==> config.mk <==
export PLATFORM = sky130hd
export DESIGN_NAME = ogm_regs
export DESIGN_NICKNAME = d
export VERILOG_FILES = /design/src/sv/ogm_pkg.sv /design/src/sv/ogm_regs.sv
export SDC_FILE = /design/constraint.sdc
export NUM_CORES = 1
export LEC_CHECK = 0
export ABC_AREA = 1
export BUFFER_PORTS_ARGS = -buffer_cell sky130_fd_sc_hd__buf_2
export CAP_MARGIN = 20
export CORE_MARGIN = 2
export CORE_UTILIZATION = 37
export DETAILED_ROUTE_END_ITERATION = 8
export GPL_TIMING_DRIVEN = 1
export PLACE_DENSITY = 0.85
export SLEW_MARGIN = 10
export SYNTH_ARGS = -nofsm -noshare
export SYNTH_HDL_FRONTEND = slang
export SYNTH_SLANG_ARGS = --single-unit
==> constraint.sdc <==
create_clock -name clk -period 0.8 [get_ports clk]
set_input_delay 0.16 -clock clk [delete_from_list [all_inputs] [get_ports clk]]
set_output_delay 0.16 -clock clk [all_outputs]
set_load 0.02 [all_outputs]
==> src/sv/ogm_pkg.sv <==
// Shared types, constants and helper functions of the occupancy grid marker.
// Used by the channel interfaces, the register block and the sequencer.
package ogm_pkg;

  // Field and register widths
  localparam int EXT_W      = 9;
  localparam int IN_W       = 10;
  localparam int MARGIN_W   = 6;
  localparam int CAP_W      = 13;
  localparam int APB_ADDR_W = 4;
  localparam int APB_DATA_W = 32;

  // Grid size defaults
  localparam int DEF_MAX_WIDTH  = 256;
  localparam int DEF_MAX_HEIGHT = 256;

  // Register reset values
  localparam logic [EXT_W-1:0]    MAP_WIDTH_RST  = 9'd256;
  localparam logic [EXT_W-1:0]    MAP_HEIGHT_RST = 9'd256;
  localparam logic [MARGIN_W-1:0] MARGIN_RST     = 6'd10;

  // Register indexes (byte address bits [3:2])
  localparam logic [1:0] REG_MAP_WIDTH  = 2'd0;
  localparam logic [1:0] REG_MAP_HEIGHT = 2'd1;
  localparam logic [1:0] REG_MARGIN     = 2'd2;

  // Request function codes
  localparam logic FUNC_MARK  = 1'b0;
  localparam logic FUNC_CHECK = 1'b1;

  typedef struct packed {
    logic [EXT_W-1:0]    map_width;
    logic [EXT_W-1:0]    map_height;
    logic [MARGIN_W-1:0] margin;
  } cfg_t;

  // Extent in use: zero counts as one, above the grid size saturates
  function automatic logic [EXT_W-1:0] used_extent(input logic [EXT_W-1:0] val,
                                                   input logic [CAP_W-1:0] cap);
    logic [EXT_W-1:0] res;
    if (val == '0) begin
      res = EXT_W'(1);
    end else if ({{(CAP_W-EXT_W){1'b0}}, val} > cap) begin
      res = cap[EXT_W-1:0];
    end else begin
      res = val;
    end
    return res;
  endfunction

  // Saturate a coordinate to the last column or row in use
  function automatic logic [EXT_W-1:0] clamp_coord(input logic [IN_W-1:0]  v,
                                                   input logic [EXT_W-1:0] ext);
    logic [EXT_W-1:0] res;
    if (v >= {1'b0, ext}) begin
      res = ext - EXT_W'(1);
    end else begin
      res = v[EXT_W-1:0];
    end
    return res;
  endfunction

endpackage

==> src/sv/ogm_regs.sv <==
// APB configuration registers: map width, map height and margin.
// Depends on ogm_pkg for the register layout and reset values.
module ogm_regs import ogm_pkg::*; (
  input  logic                  clk,
  input  logic                  rst,
  input  logic                  psel,
  input  logic                  penable,
  input  logic                  pwrite,
  input  logic [APB_ADDR_W-1:0] paddr,
  input  logic [APB_DATA_W-1:0] pwdata,
  output logic [APB_DATA_W-1:0] prdata,
  output logic                  pready,
  output cfg_t                  cfg
);

  logic wr_en;

  assign pready = 1'b1;
  assign wr_en  = psel & penable & pwrite;

  // Update the addressed register on the access beat
  always_ff @(posedge clk) begin
    if (rst) begin
      cfg.map_width  <= MAP_WIDTH_RST;
      cfg.map_height <= MAP_HEIGHT_RST;
      cfg.margin     <= MARGIN_RST;
    end else if (wr_en) begin
      case (paddr[3:2])
        REG_MAP_WIDTH:  cfg.map_width  <= pwdata[EXT_W-1:0];
        REG_MAP_HEIGHT: cfg.map_height <= pwdata[EXT_W-1:0];
        REG_MARGIN:     cfg.margin     <= pwdata[MARGIN_W-1:0];
        default: ;
      endcase
    end
  end

  // Read back
  always_comb begin
    case (paddr[3:2])
      REG_MAP_WIDTH:  prdata = APB_DATA_W'(cfg.map_width);
      REG_MAP_HEIGHT: prdata = APB_DATA_W'(cfg.map_height);
      REG_MARGIN:     prdata = APB_DATA_W'(cfg.margin);
      default:        prdata = '0;
    endcase
  end

endmodule

==> run_results.csv, run 1 <==
group,metric,value,unit
critical_path,critPathCaptureType,"output port",
final_layout,design.final.nets,325,
critical_path,start_kind,"flip-flop",
place,place_ws,-348.8,ps
timing,rsz0062_at_grt,"true",
critical_path,path_class,"flip-flop to output port",
synthesis,yosysWarningCount,0,
final_layout,most-common-layout-cells,"buf_6 (56), nor2_1 (35), nand2_1 (28)",
place,hpwlAfterDp,2.482,mm
clock_network,clockBufferDepth,2,
clock_network,clk_pin_slew,90,ps
final_layout,layout_commonest_cell,"buf_6",
synthesis,synth.distinct_cells,16,
synthesis,postSynthAreaPerCell,6.885,um2
floorplanning,die_h,65.16,um
critical_path,critPathArrivalTime,970,ps
grt,grt_max_degree,25,
pwr,power_density,1236,nW/um2
floorplanning,core,3633,um2
clock_network,cts_buffers,3,
timing,min_period,1131,ps
routing,drt-initial-drc-count,83,
run_status,status,"finished, violations left",
synthesis,ys_seq_area_frac,0.3472,
run,cap_violations,0,
floorplanning,row_count,22,
final_layout,n_antenna_cell,0,
timing,tns,-6832,ps
final_layout,drive_gt1_frac,0.5760,
floorplanning,num_io_pins,98,
routing,vias,1523,
final_layout,largest-register,"cfg",
critical_path,startpoint,"cfg[23]",
clock_network,cts.sinks,24,
pwr,p_leak,1.221,nW
clock_network,cts_hold_buf,0,
routing,wirelength,4.381,mm
synthesis,synth_top_area_cell,"dfxtp_1",
floorplanning,dieArea,4245,um2
timing,fin_skew,0,ps
run_status,violations,"negative setup slack",
clock_network,tritoncts,"built",
critical_path,cp_max_fo,3,
routing,routedWlPerCell,13.24,um
timing,slew_viol_final,0,
pwr,peakVddDrop,0.9608,mV
final_layout,fill_cells,297,
floorplanning,chipWidth,65.16,um
clock_network,cts-root-buf,"clkbuf_8",
place,port-buffer-count,48,
synthesis,syn_inst,201,
grt,antenna_found_initial,0,
routing,route.detailed.drc,0,
synthesis,syn-cell-area,1384,um2
floorplanning,initial_utilization,0.3809,
routing,antenna_left,0,
grt,grtUsageTotal,0.1835,
timing,finalHoldViolCount,0,
critical_path,rr_startpoint,"cfg[17]",
min_path,holdCritStartpoint,"pwdata[8]",
grt,overflow,0,
synthesis,synthTopCellsByArea,"dfxtp_1 (35%), buf_4 (14%), nand2_1 (13%), nor2_1 (11%), nand3_1 (10%)",
synthesis,synth_top_area_frac,0.3472,
final_layout,utilization,0.6801,
timing,finalCritPeriodShare,1.414,
routing,firstDrtPassIters,5,
timing,hold_slack,118.0,ps
routing,drt-vias-per-instance,4.601,
grt,grt_pass1_vias,1329,
critical_path,crit_required,640,ps
final_layout,area_growth,78.57,%
grt,grt_first_pass_wirelength,6.099,mm
place,place.gp.congestion,0.7315,
final_layout,reg.largest.list,"cfg (24)",
synthesis,ys_ff_latch,24,
final_layout,largest_register_ffs,24,
timing,fin_ws,-330.9,ps
clock_network,ctsHtreeMaxLevel,1,
timing,max_clock_freq,884.2,MHz
min_path,min_path_type,"input pin to flip-flop",
clock_network,clock_latency,260,ps
timing,setup_viol,33,
-- area by class of cell --
type / count / area, um2 / area share
Clock buffer: 3 / 41.29 / 0.01671
Clock inverter: 1 / 30.03 / 0.01215
Inverter: 12 / 50.05 / 0.02025
Multi-Input combinational cell: 158 / 873.3 / 0.3534
Sequential cell: 24 / 520.5 / 0.2106
Tap cell: 48 / 60.06 / 0.02430
Timing Repair Buffer: 85 / 895.9 / 0.3625
-- critical path, stage by stage (launching register included) --
cell and delay [ps]:
dfxtp_2 340, a22o_4 240, buf_6 120
-- synthesized netlist by cell type (all sizes together) --
library cell / count
a22o: 3
buf: 31
conb: 2
dfxtp: 24
inv: 12
nand2: 49
nand3: 31
nor2: 47
o21ai: 2
-- path summary, 6_finish.rpt --
path / to / slack (ps) / depth (start not counted)
worst min-delay path: cfg[14] / 120 / 3
worst min register to register: cfg[3] / 500 / 2
worst max-delay path: prdata[8] / -330 / 2
worst max register to register: cfg[17] / 10 / 4
-- through the flow --
stage / instances / total power [mW] / area, um2
2_1_floorplan: 223 / 1.723 / 1556
3_3_place_gp: 305 / 1.808 / 1789
3_5_place_dp: 305 / 1.818 / 1789
4_1_cts: 312 / 2.970 / 2176
5_1_grt: 331 / 3.181 / 2471
6_report: 331 / 3.053 / 2471
-- kinds of logic (layout without fill, tap and decap cells) --
logic type | count (synthesis) | after routing | share of synthesized area
buf+inv | 43 | 101 | 0.2098
flops | 24 | 24 | 0.3472
compound gates | 5 | 5 | 0.02893
simple gates | 127 | 129 | 0.4087
other cells | 2 | 24 | 0.005427
-- report_power, final --
group          internal (mW)  switching [mW]  total, mW
combinational          0.310           0.424      0.734
clock                  0.669           0.408       1.08
sequential              1.21          0.0282       1.24
total                   2.19           0.861       3.05
-- layer usage --
metal / GRT usage / wire, um / vias to the layer above
met4: 0.04167 / 8 / 0
li1: - / - / 748
met3: 0.02226 / 230 / 2
met5: 0 / 0 / -
met2: 0.3260 / 2334 / 53
met1: 0.2380 / 1807 / 720
-- timing repair --
| item | CTS | global route |
|---|---|---|
| cloned | 1 | 2 |
| endpoints found under the setup margin | 44 | 50 |
| pin swaps | 20 | 22 |
| gates resized for setup | 104 | 39 |
| buffers inserted | 2 | 18 |
| endpoints found under the hold margin | 0 | 0 |
No activity file was read; power rests on OpenSTA's default activity.
==> inputs of run 2 (changes only) <==
Settings changed: CORE_UTILIZATION 37 to 42, CTS_BUF_LIST from default to sky130_fd_sc_hd__clkbuf_8, PLACE_DENSITY 0.85 to 0.91.
Clock period 0.8 ns to 1.15 ns, I/O delays scaled along.
==> run 2 against run 1 <==
  * The flow still finishes with violations (negative setup slack)
  * Cell area decreased by 21%
  * Wire length shrank 22%
  * Sequential share of layout area grew 4.8 points
  * Sequential power decreased by 30%
  * Critical path type unchanged
==> run_results.csv, run 2 (synthesis gave the netlist of run 1 again) <==
group,metric,value,unit
routing,wl_met3,194,um
clock_network,cts-root-buf,"clkbuf_8",
final_layout,reg.largest.list,"cfg (24)",
critical_path,critPathArrivalTime,960,ps
clock_network,cts_buffers,3,
run_status,status,"finished, violations left",
grt,grtUsageTotal,0.1784,
pwr,power_density,1040,nW/um2
routing,drt-met1-wl,1.369,mm
critical_path,worst_path_max_delay_cell,"dfxtp_2",
routing,antenna_left,0,
run_status,violations,"negative setup slack",
routing,routedWlPerCell,11.05,um
critical_path,start_kind,"flip-flop",
final_layout,largest_register_ffs,24,
floorplanning,die_h,61.40,um
routing,vias,1379,
grt,overflow,0,
critical_path,path_class,"flip-flop to output port",
final_layout,largest-register,"cfg",
critical_path,critPathBufInv,1,
clock_network,clockBufferDepth,2,
critical_path,cp_slowest_stage_delay,330,ps
place,place_area,1639,um2
timing,max_clock_freq,838.3,MHz
floorplanning,dieArea,3770,um2
grt,grt_pass1_vias,1168,
clock_network,clock_latency,260,ps
timing,fin_skew,0,ps
pwr,total_power,2.030,mW
routing,firstDrtPassIters,4,
floorplanning,num_io_pins,98,
place,place.gp.congestion,0.7477,
place,port-buffer-count,48,
timing,finalHoldViolCount,0,
timing,setup_viol,3,
final_layout,area_growth,41.05,%
critical_path,critPathCaptureType,"output port",
timing,finalCritPeriodShare,1.037,
routing,drt-vias-per-instance,4.477,
pwr,peakVddDrop,0.9393,mV
timing,rsz0062_at_grt,"true",
place,hpwlAfterDp,2.303,mm
timing,fin_ws,-42.94,ps
final_layout,most-common-layout-cells,"nor2_1 (40), nand2_1 (39), buf_2 (38)",
clock_network,clk_pin_slew,90,ps
final_layout,design.final.nets,306,
timing,min_period,1193,ps
routing,drt-initial-drc-count,19,
routing,dr_wl_met2,1.827,mm
final_layout,drive_gt1_frac,0.4621,
routing,route.detailed.drc,0,
grt,antenna_found_initial,0,
floorplanning,row_count,20,
run,cap_violations,0,
final_layout,n_antenna_cell,0,
timing,slew_viol_final,0,
min_path,min_path_type,"input pin to flip-flop",
clock_network,cts.sinks,24,
clock_network,ctsHtreeMaxLevel,1,
critical_path,crit_family,"flip-flops",
clock_network,tritoncts,"built",
critical_path,crit_required,920,ps
grt,grt_max_degree,25,
critical_path,cp_max_fo,2,
final_layout,layout_commonest_cell,"nor2_1",
final_layout,final_area,1952,um2
pwr,p_leak,1.014,nW
floorplanning,core,3103,um2
timing,tns,-106.1,ps
floorplanning,chipWidth,61.40,um
critical_path,path_cells,"a22o_4 -> buf_6",
routing,routed.top_layer,"met4",
routing,wirelength,3.402,mm
floorplanning,initial_utilization,0.4460,
grt,grt_first_pass_wirelength,5.023,mm
-- run 2: repair_timing --
item                                    in CTS  in global routing
pin swaps                                    5                  5
cloned                                       0                  1
buffers inserted                             3                  3
hold buffers                                 0                  0
resized for setup                           36                 31
endpoints found under the setup margin       9                  9
-- run 2: worst min-delay path, cell delays in order --
cell and delay [ps]:
buf_2 90, nand2_1 50, nand3_1 60
-- run 2: final timing paths --
kind | end | slack [ps] | cells past startpoint | start
setup / recovery | prdata[7] | -40 | 2 | cfg[22]
hold / removal | cfg[23] | 190 | 3 | pwdata[8]
setup reg to reg | cfg[22] | 460 | 3 | cfg[22]
hold reg to reg | cfg[14] | 480 | 2 | cfg[14]
-- run 2: layout make-up --
class,count,area (um2)
clock buffer,3,41.29
sequential,24,504.2
tap,44,55.05
clock inverter,1,30.03
fill,288,1151
inverter,12,47.55
timing repair buffer,68,513.0
multi-input combinational,156,760.7
-- run 2: through the flow --
stage,hold slack (ps),cells,setup WS (ps),util
4_1_cts,183.6,304,-48.91,0.5980
3_5_place_dp,464.5,297,-95.33,0.5282
3_3_place_gp,460.9,297,-77.89,0.5282
6_report,188.9,308,-42.94,0.6290
2_1_floorplan,356.1,223,66.57,-
5_1_grt,186.8,308,-74.17,0.6290
-- run 2: layer usage --
metal,vias to the layer above,track usage
met5,-,0
met4,0,0.04255
met3,2,0.05042
met2,52,0.3176
met1,620,0.2126
li1,705,-
-- run 2: report_power, final --
group / total, mW / switching, mW / internal, mW
registers: 0.865 / 0.0139 / 0.851
logic: 0.421 / 0.261 / 0.160
clock network: 0.744 / 0.278 / 0.465
