$ cat src/sv/ogm_pkg.sv
// Shared types, constants and helper functions of the occupancy grid marker.
// Used by the channel interfaces, the register block and the sequencer.
package ogm_pkg;

  // Field and register widths
  localparam int EXT_W      = 9;
  localparam int IN_W       = 10;
  localparam int MARGIN_W   = 6;
  localparam int CAP_W      = 13;
  localparam int APB_ADDR_W = 4;
  localparam int APB_DATA_W = 32;

  // Grid size defaults
  localparam int DEF_MAX_WIDTH  = 256;
  localparam int DEF_MAX_HEIGHT = 256;

  // Register reset values
  localparam logic [EXT_W-1:0]    MAP_WIDTH_RST  = 9'd256;
  localparam logic [EXT_W-1:0]    MAP_HEIGHT_RST = 9'd256;
  localparam logic [MARGIN_W-1:0] MARGIN_RST     = 6'd10;

  // Register indexes (byte address bits [3:2])
  localparam logic [1:0] REG_MAP_WIDTH  = 2'd0;
  localparam logic [1:0] REG_MAP_HEIGHT = 2'd1;
  localparam logic [1:0] REG_MARGIN     = 2'd2;

  // Request function codes
  localparam logic FUNC_MARK  = 1'b0;
  localparam logic FUNC_CHECK = 1'b1;

  typedef struct packed {
    logic [EXT_W-1:0]    map_width;
    logic [EXT_W-1:0]    map_height;
    logic [MARGIN_W-1:0] margin;
  } cfg_t;

  // Extent in use: zero counts as one, above the grid size saturates
  function automatic logic [EXT_W-1:0] used_extent(input logic [EXT_W-1:0] val,
                                                   input logic [CAP_W-1:0] cap);
    logic [EXT_W-1:0] res;
    if (val == '0) begin
      res = EXT_W'(1);
    end else if ({{(CAP_W-EXT_W){1'b0}}, val} > cap) begin
      res = cap[EXT_W-1:0];
    end else begin
      res = val;
    end
    return res;
  endfunction

  // Saturate a coordinate to the last column or row in use
  function automatic logic [EXT_W-1:0] clamp_coord(input logic [IN_W-1:0]  v,
                                                   input logic [EXT_W-1:0] ext);
    logic [EXT_W-1:0] res;
    if (v >= {1'b0, ext}) begin
      res = ext - EXT_W'(1);
    end else begin
      res = v[EXT_W-1:0];
    end
    return res;
  endfunction

endpackage

$ cat src/sv/ogm_addr_gen.sv
// Shared address unit: turns a column and row into a grid cell address.
// Depends on ogm_pkg for the coordinate width.
module ogm_addr_gen import ogm_pkg::*; #(
  parameter int MAX_HEIGHT = DEF_MAX_HEIGHT,
  parameter int ADDR_W     = 16
) (
  input  logic [EXT_W-1:0]  col,
  input  logic [EXT_W-1:0]  row,
  output logic [ADDR_W-1:0] addr
);

  // Column-major layout: col * MAX_HEIGHT + row
  assign addr = ADDR_W'(col) * ADDR_W'(MAX_HEIGHT) + ADDR_W'(row);

endmodule

$ cat config.mk
export PLATFORM = sky130hd
export DESIGN_NAME = ogm_addr_gen
export DESIGN_NICKNAME = d
export VERILOG_FILES = /design/src/sv/ogm_pkg.sv /design/src/sv/ogm_addr_gen.sv
export SDC_FILE = /design/constraint.sdc
export NUM_CORES = 1
export LEC_CHECK = 0
export BUFFER_PORTS_ARGS = -buffer_cell sky130_fd_sc_hd__buf_2
export CORE_AREA = 2 2 39 41
export DETAILED_ROUTE_END_ITERATION = 12
export DIE_AREA = 0 0 41 43
export SLEW_MARGIN = 20
export SYNTH_ARGS = -nofsm -noshare
export SYNTH_HDL_FRONTEND = slang
export SYNTH_SLANG_ARGS = --single-unit
$ cat constraint.sdc
create_clock -name vclk -period 1.6
set_clock_uncertainty 0.05 [all_clocks]
set_input_delay 0.16 -clock vclk [all_inputs]
set_output_delay 0.16 -clock vclk [all_outputs]
set_load 0.005 [all_outputs]
==> flow_summary.toml, run 1 <==
[status]
outcome = "finished clean"

[setup_path]
crit_fanout = 3
crit_path_cell_trace = "buf_2, ha_1, nand3_2, nor3_2, xor2_1, buf_2"
worstPathArrival_ns = 1.05
worst_setup_path_start_kind = "input pin"
cp_common_cell = "buf_2"
cp_top_family = "simple AND/OR/NAND/NOR gates"
critPathRequiredTime_ns = 1.39
worst-setup-path-type = "input pin to output port"
slowest_stage = "nor3_2"
worst-path-buf-inv = 2
cp-end-kind = "output port"
critPathMaxStageDelay_ns = 0.21

[placed_design]
gp_congestion = 0.5535
dpl_cell_area_um2 = 230.2
io_buffer_count = 17
dp_cells = 49
pre_cts_ws_ns = 0.3175

[logic_synthesis]
synth_top_family_by_area = "buffers and inverters"
yosys.area_share.simple = 0.2568
ys_seq_area_frac = 0
synth_xor_area_frac = 0.2838
synth_compound_area_frac = 0
synthMuxAreaShare = 0
syn_avg_cell_area_um2 = 7.716
syn-instance-count = 24
synth_area_leaders = "buf_4, xnor2_1, xor2_1"
post_synth_num_cell_types = 10
synth_top_area_frac = 0.3243
synthAdderAreaFrac = 0.1351
synth_warnings = 0
yosys-top-cells-count = "buf_4, xnor2_1, xor2_1"
yosysMostFrequentCell = "buf_4"
syn_area_um2 = 185.2
syn_nets = 44
yosysTopAreaCell = "buf_4"

[timing]
hold_ws_ns = 0.2700
rsz0062_at_grt = "no"
worst_pin_slew_ns = 0.1518
hold_viol_final = 0
setup_ws_ns = 0.3445
setup_violations = 0
slew_viol_final = 0
fin_crit_ns = 1.255
fmax_ghz = 0.7965
period_share = 0.7847
slew_headroom = 0.8982
tns_ns = 0

[die]
core_mm2 = 0.001384
die_w_um = 41
fp.dieH_um = 43
initial_core_util = 0.1338
dieArea_mm2 = 0.001763
placement_rows = 14
io_pins = 34

[cells_and_area]
layoutNonFillerInstCount = 49
final_nets = 55
n_clock_buffer = 0
fill_cells = 163
regArea_um2 = 0
design_area_um2 = 230.2
seq_cells = 0
antenna_cells = 0
drive_above_1_share = 0.5758
post-route-util = 0.1664
area_growth_syn_to_layout_pct = 24.32

[global_route]
grt_max_degree = 5
antenna_found_initial = 0
grt_usage = 0.04595
grt_pass1_vias = 162
grt_pass1_wl_um = 600
grt_overflow = 0

[power_and_ir_drop]
power_mw = 0.05043
netSwitchingFraction = 0.4635
peakVddDrop_uv = 58.81
p_int_mw = 0.02705
p_leak_nw = 0.1205
p_per_area_mw_per_mm2 = 219.0
combPwrFrac = 1.000
seq_power_share = 0
p_clk_frac = 0
switchingPower_mw = 0.02337

[worst_hold_path]
worstHoldStart = "row[7]"
hold-path-cell-count = 0
min_to = "addr[7]"
hold_path.class = "input pin to output port"

[drt]
route.detailed.drc = 0
num_vias = 179
wl_per_cell_um = 8.286
ant_nets = 0
firstDrtPassIters = 1
drt-total-wl_um = 406
drt_iter0_markers = 0
via_per_inst = 3.653

[job]
cap_viol_max_count = 0

[clocking]
cts_resized = 0
cts_setup_buffers = 0
hold_buffers = 0
[placed cells by master (no fill, tap or decap)]
cell and count:
buf_2 17, xor2_1 3, xnor2_1 3, nand2_1 2
nand3_1 2, ha_1 2, nand3_2 1, nor3_2 1
and3_1 1, nor2_1 1
[logic make-up (layout without fill, tap and decap cells)]
kind of cell / after synthesis / in the layout
and+or+nand+nor: 8 / 8
adders and majority gates: 2 / 2
buffers and inverters: 8 / 17
xor gates and xnor gates: 6 / 6
[worst max path at each step]
stage	start	to	slack, ns	cells past startpoint
5_1_grt	col[0]	addr[15]	0.24	6
3_3_place_gp	col[0]	addr[12]	0.34	6
6_report	col[0]	addr[15]	0.34	6
2_1_floorplan	col[0]	addr[14]	0.59	4
3_5_place_dp	col[0]	addr[15]	0.32	6
4_1_cts	col[0]	addr[15]	0.31	6
[power groups by stage]
stage / logic, mW / registers, mW / clock network, mW
5_1_grt: 0.0581 / 0 / 0
2_1_floorplan: 0.0363 / 0 / 0
3_5_place_dp: 0.0509 / 0 / 0
6_report: 0.0504 / 0 / 0
4_1_cts: 0.0514 / 0 / 0
3_3_place_gp: 0.0505 / 0 / 0
[area by class of cell]
cell class,instances,area (um2),share of cell area
multi-input cells,16,125.1,0.5435
well taps,16,20.02,0.08696
repair buffers,17,85.08,0.3696
[per-layer routing]
| layer | GRT usage | up-vias | routed length, um |
|---|---|---|---|
| met5 | 0 | - | 0 |
| met4 | 0.01333 | 0 | 0 |
| met3 | 0.01571 | 0 | 71 |
| met2 | 0.06875 | 22 | 144 |
| met1 | 0.06013 | 68 | 191 |
| li1 | - | 89 | - |
No activity file was read; power rests on OpenSTA's default activity.
==> run 2, diff against run 1 <==
- ABC_AREA: default -> 1
- clock period: 1.6 -> 1.15 ns (I/O delays scaled with it)
==> flow_summary.toml, run 2 <==
[global_route]
grt_overflow = 0
grt_pass1_wl_um = 690
grt_pass1_vias = 191
grt_usage = 0.05095
grt_max_degree = 5
antenna_found_initial = 0

[cells_and_area]
area_growth_syn_to_layout_pct = 54.22
regArea_um2 = 0
post-route-util = 0.2315
drive_above_1_share = 0.5000
design_area_um2 = 320.3
antenna_cells = 0
seq_cells = 0
final_nets = 70
final_cell_mix = "buf_2, nand2_1, inv_1"
layoutNonFillerInstCount = 64
n_clock_buffer = 0
final_common_cell = "buf_2"

[logic_synthesis]
syn_area_um2 = 207.7
syn-instance-count = 37
syn_avg_cell_area_um2 = 5.613
synth_top_area_frac = 0.2892
yosysMostFrequentCell = "nand2_1"
synth_warnings = 0
yosysTopAreaCell = "buf_4"
syn_nets = 57
ys_seq_area_frac = 0
yosys-top-cells-count = "nand2_1, buf_4, inv_1, nor2_1, nand3_1"
post_synth_num_cell_types = 10
synth_area_leaders = "buf_4, nand2_1, ha_1"

[power_and_ir_drop]
p_leak_nw = 0.1576
peakVddDrop_uv = 109.9
power_mw = 0.09428
p_per_area_mw_per_mm2 = 294.4

[placed_design]
gp_congestion = 0.6444
io_buffer_count = 17
pre_cts_ws_ns = -0.05823
dp_hpwl_um = 432.8
dp_cells = 64
dpl_cell_area_um2 = 267.8

[drt]
num_vias = 245
route.detailed.drc = 0
drt-total-wl_um = 494
wl_per_cell_um = 7.719
via_per_inst = 3.828
ant_nets = 0
drt_iter0_markers = 1
firstDrtPassIters = 2

[timing]
fmax_ghz = 0.9094
slew_viol_final = 0
setup_ws_ns = 0.05041
hold_viol_final = 0
rsz0062_at_grt = "no"
fin_crit_ns = 1.100
tns_ns = 0
setup_violations = 0
period_share = 0.9562
slew_headroom = 0.9056
hold_ws_ns = 0.1800
worst_pin_slew_ns = 0.1416

[setup_path]
crit_fanout = 2
critPathRequiredTime_ns = 0.99
worstPathArrival_ns = 0.93
cp-end-kind = "output port"
worst-setup-path-type = "input pin to output port"
worst_setup_path_start_kind = "input pin"

[worst_hold_path]
hold_path.class = "input pin to output port"
hold-path-cell-count = 0

[status]
outcome = "finished clean"

[clocking]
hold_buffers = 0
cts_setup_buffers = 0

[die]
placement_rows = 14
dieArea_mm2 = 0.001763
fp.dieH_um = 43
core_mm2 = 0.001384
die_w_um = 41
io_pins = 34
initial_core_util = 0.1501

[job]
cap_viol_max_count = 0
==> run 2: cells by family after synthesis <==
| group | count (synthesis) | synth area share |
|---|---|---|
| AND/OR/NAND/NOR | 18 | 0.3433 |
| buffers and inverters | 12 | 0.3614 |
| XOR/XNOR | 3 | 0.1265 |
| AO/OA/AOI/OAI | 2 | 0.04815 |
| adder cells (fa/ha/maj) | 2 | 0.1205 |
==> run 2: power breakdown <==
group / switching [mW] / leakage [nW] / internal [mW]
Clock: 0 / 0 / 0
Sequential: 0 / 0 / 0
Combinational: 0.0465 / 0.158 / 0.0478
==> run 2: final cells by class <==
class / count / area, um2
fill: 149 / 1064
multi-input combinational: 25 / 185.2
timing repair buffer: 19 / 100.1
tap: 16 / 20.02
inverter: 4 / 15.01
==> run 2: worst max-delay path: stages <==
cell and delay, ns:
buf_2 0.11, ha_4 0.16, ha_4 0.16, buf_4 0.13
xor2_1 0.13, buf_2 0.13
==> run 2: what timing repair did <==
item                                    4_1_cts  5_1_grt
hold endpoints to repair                      0        0
endpoints found under the setup margin        3        5
pin swaps                                     0        2
resized for setup                             2        8
==> run 2: path summary, 6_finish.rpt <==
kind                    from       end  slack, ns
worst min-delay path  row[2]   addr[2]       0.18
worst max-delay path  col[0]  addr[10]       0.05
==> run 2: layer usage <==
metal | part of all wire | up-vias | wire length, um | track usage
met5 | 0 | - | 0 | 0
li1 | - | 129 | - | -
met4 | 0 | 0 | 0 | 0.006667
met2 | 0.40 | 16 | 196 | 0.08750
met1 | 0.44 | 100 | 216 | 0.06962
met3 | 0.16 | 0 | 81 | 0
==> run 3, diff against run 2 <==
- PLACE_DENSITY: default -> 0.61
==> flow_summary.toml, run 3 (synthesis gave the netlist of run 2 again) <==
[status]
outcome = "finished clean"

[cells_and_area]
regArea_um2 = 0
antenna_cells = 0
fill_cells = 163
drive_above_1_share = 0.5000
final_nets = 70
n_clock_buffer = 0
seq_cells = 0
final_common_cell = "buf_2"
multi_input_area_um2 = 177.7
final_cell_mix = "buf_2, nand2_1, inv_1"
area_growth_syn_to_layout_pct = 50.60

[timing]
slew_viol_final = 0
setup_violations = 0
hold_viol_final = 0
slew_headroom = 0.9146
period_share = 0.9526
rsz0062_at_grt = "no"
setup_ws_ns = 0.05447
worst_pin_slew_ns = 0.1277
tns_ns = 0
fmax_ghz = 0.9128
fin_crit_ns = 1.096
hold_ws_ns = 0.1800

[power_and_ir_drop]
combPwrFrac = 1.000
netSwitchingFraction = 0.4878
switchingPower_mw = 0.04517
seq_power_share = 0
p_leak_nw = 0.1571
p_clk_frac = 0
peakVddDrop_uv = 89.82
p_int_mw = 0.04743
p_per_area_mw_per_mm2 = 296.0

[global_route]
antenna_found_initial = 0
grt_usage = 0.05395
grt_pass1_vias = 194
grt_overflow = 0
grt_pass1_wl_um = 717
grt_max_degree = 5

[drt]
wl_per_cell_um = 7.453
drt_iter0_markers = 7
route.detailed.drc = 0
num_vias = 234
firstDrtPassIters = 4
ant_nets = 0
drt-total-wl_um = 477
via_per_inst = 3.656

[worst_hold_path]
hold-path-cell-count = 0
hold_path.class = "input pin to output port"
min_to = "addr[2]"
worstHoldStart = "row[2]"

[setup_path]
slowest_stage = "ha_4"
worstPathArrival_ns = 0.93
worst_setup_path_start_kind = "input pin"
cp_top_family = "buffers and inverters"
worst-setup-path-type = "input pin to output port"
critPathRequiredTime_ns = 0.99
cp-end-kind = "output port"
critPathMaxStageDelay_ns = 0.16
crit_fanout = 2
worst-path-buf-inv = 3
crit_path_cell_trace = "buf_2, ha_4, ha_4, buf_4, xor2_1, buf_2"

[clocking]
hold_buffers = 0

[die]
initial_core_util = 0.1501
fp.dieH_um = 43
core_mm2 = 0.001384
dieArea_mm2 = 0.001763
io_pins = 34
placement_rows = 14
die_w_um = 41

[placed_design]
io_buffer_count = 17
pre_cts_ws_ns = -0.05375
dp_hpwl_um = 423.7
gp_congestion = 0.6093

[job]
cap_viol_max_count = 0
==> run 3: cell counts in the layout (fill, tap and decap cells not counted) <==
Identical to the previous run, type by type.
==> run 3: area by class of cell <==
type | count | area share
multi-input cells | 25 | 0.5680
well taps | 16 | 0.06400
inverters | 4 | 0.04800
repair buffers | 19 | 0.3200
==> run 3: per-layer routing <==
metal	global-route usage	vias up	part of all wire
met1	0.07278	92	0.47
met5	0	-	0
li1	-	128	-
met3	0	0	0.13
met4	0.01333	0	0
met2	0.09063	14	0.40
==> run 3: timing repair <==
item | CTS | global route
pin swaps | 0 | 3
cloned | 0 | 0
setup buffers | 0 | 0
gates resized for setup | 2 | 7
endpoints found under the setup margin | 3 | 6
==> run 3: worst max-delay path by stage <==
stage / from / endpoint / slack, ns / cells past startpoint
floorplan: col[0] / addr[14] / 0.19 / 6
detailed placement: col[0] / addr[14] / -0.05 / 8
global placement: col[0] / addr[14] / -0.04 / 8
finish: col[0] / addr[10] / 0.05 / 6
global route: col[0] / addr[14] / 0.009 / 8
CTS: col[0] / addr[10] / 0.004 / 6
==> run 3: power by group through the flow <==
stage / registers (mW) / clock network (mW) / logic, mW
after floorplan: 0 / 0 / 0.0541
after global placement: 0 / 0 / 0.0774
after detailed placement: 0 / 0 / 0.0793
after CTS: 0 / 0 / 0.0817
after global routing: 0 / 0 / 0.106
final: 0 / 0 / 0.0926
==> run 3: metrics by stage <==
step                      cells  area [um2]    util  power (mW)
after CTS                    64       275.3  0.1989     0.08172
after global routing         64       312.8  0.2260      0.1061
after global placement       64       267.8  0.1935     0.07743
final                        64       312.8  0.2260     0.09260
after floorplan              37       207.7       -     0.05412
after detailed placement     64       267.8  0.1935     0.07931
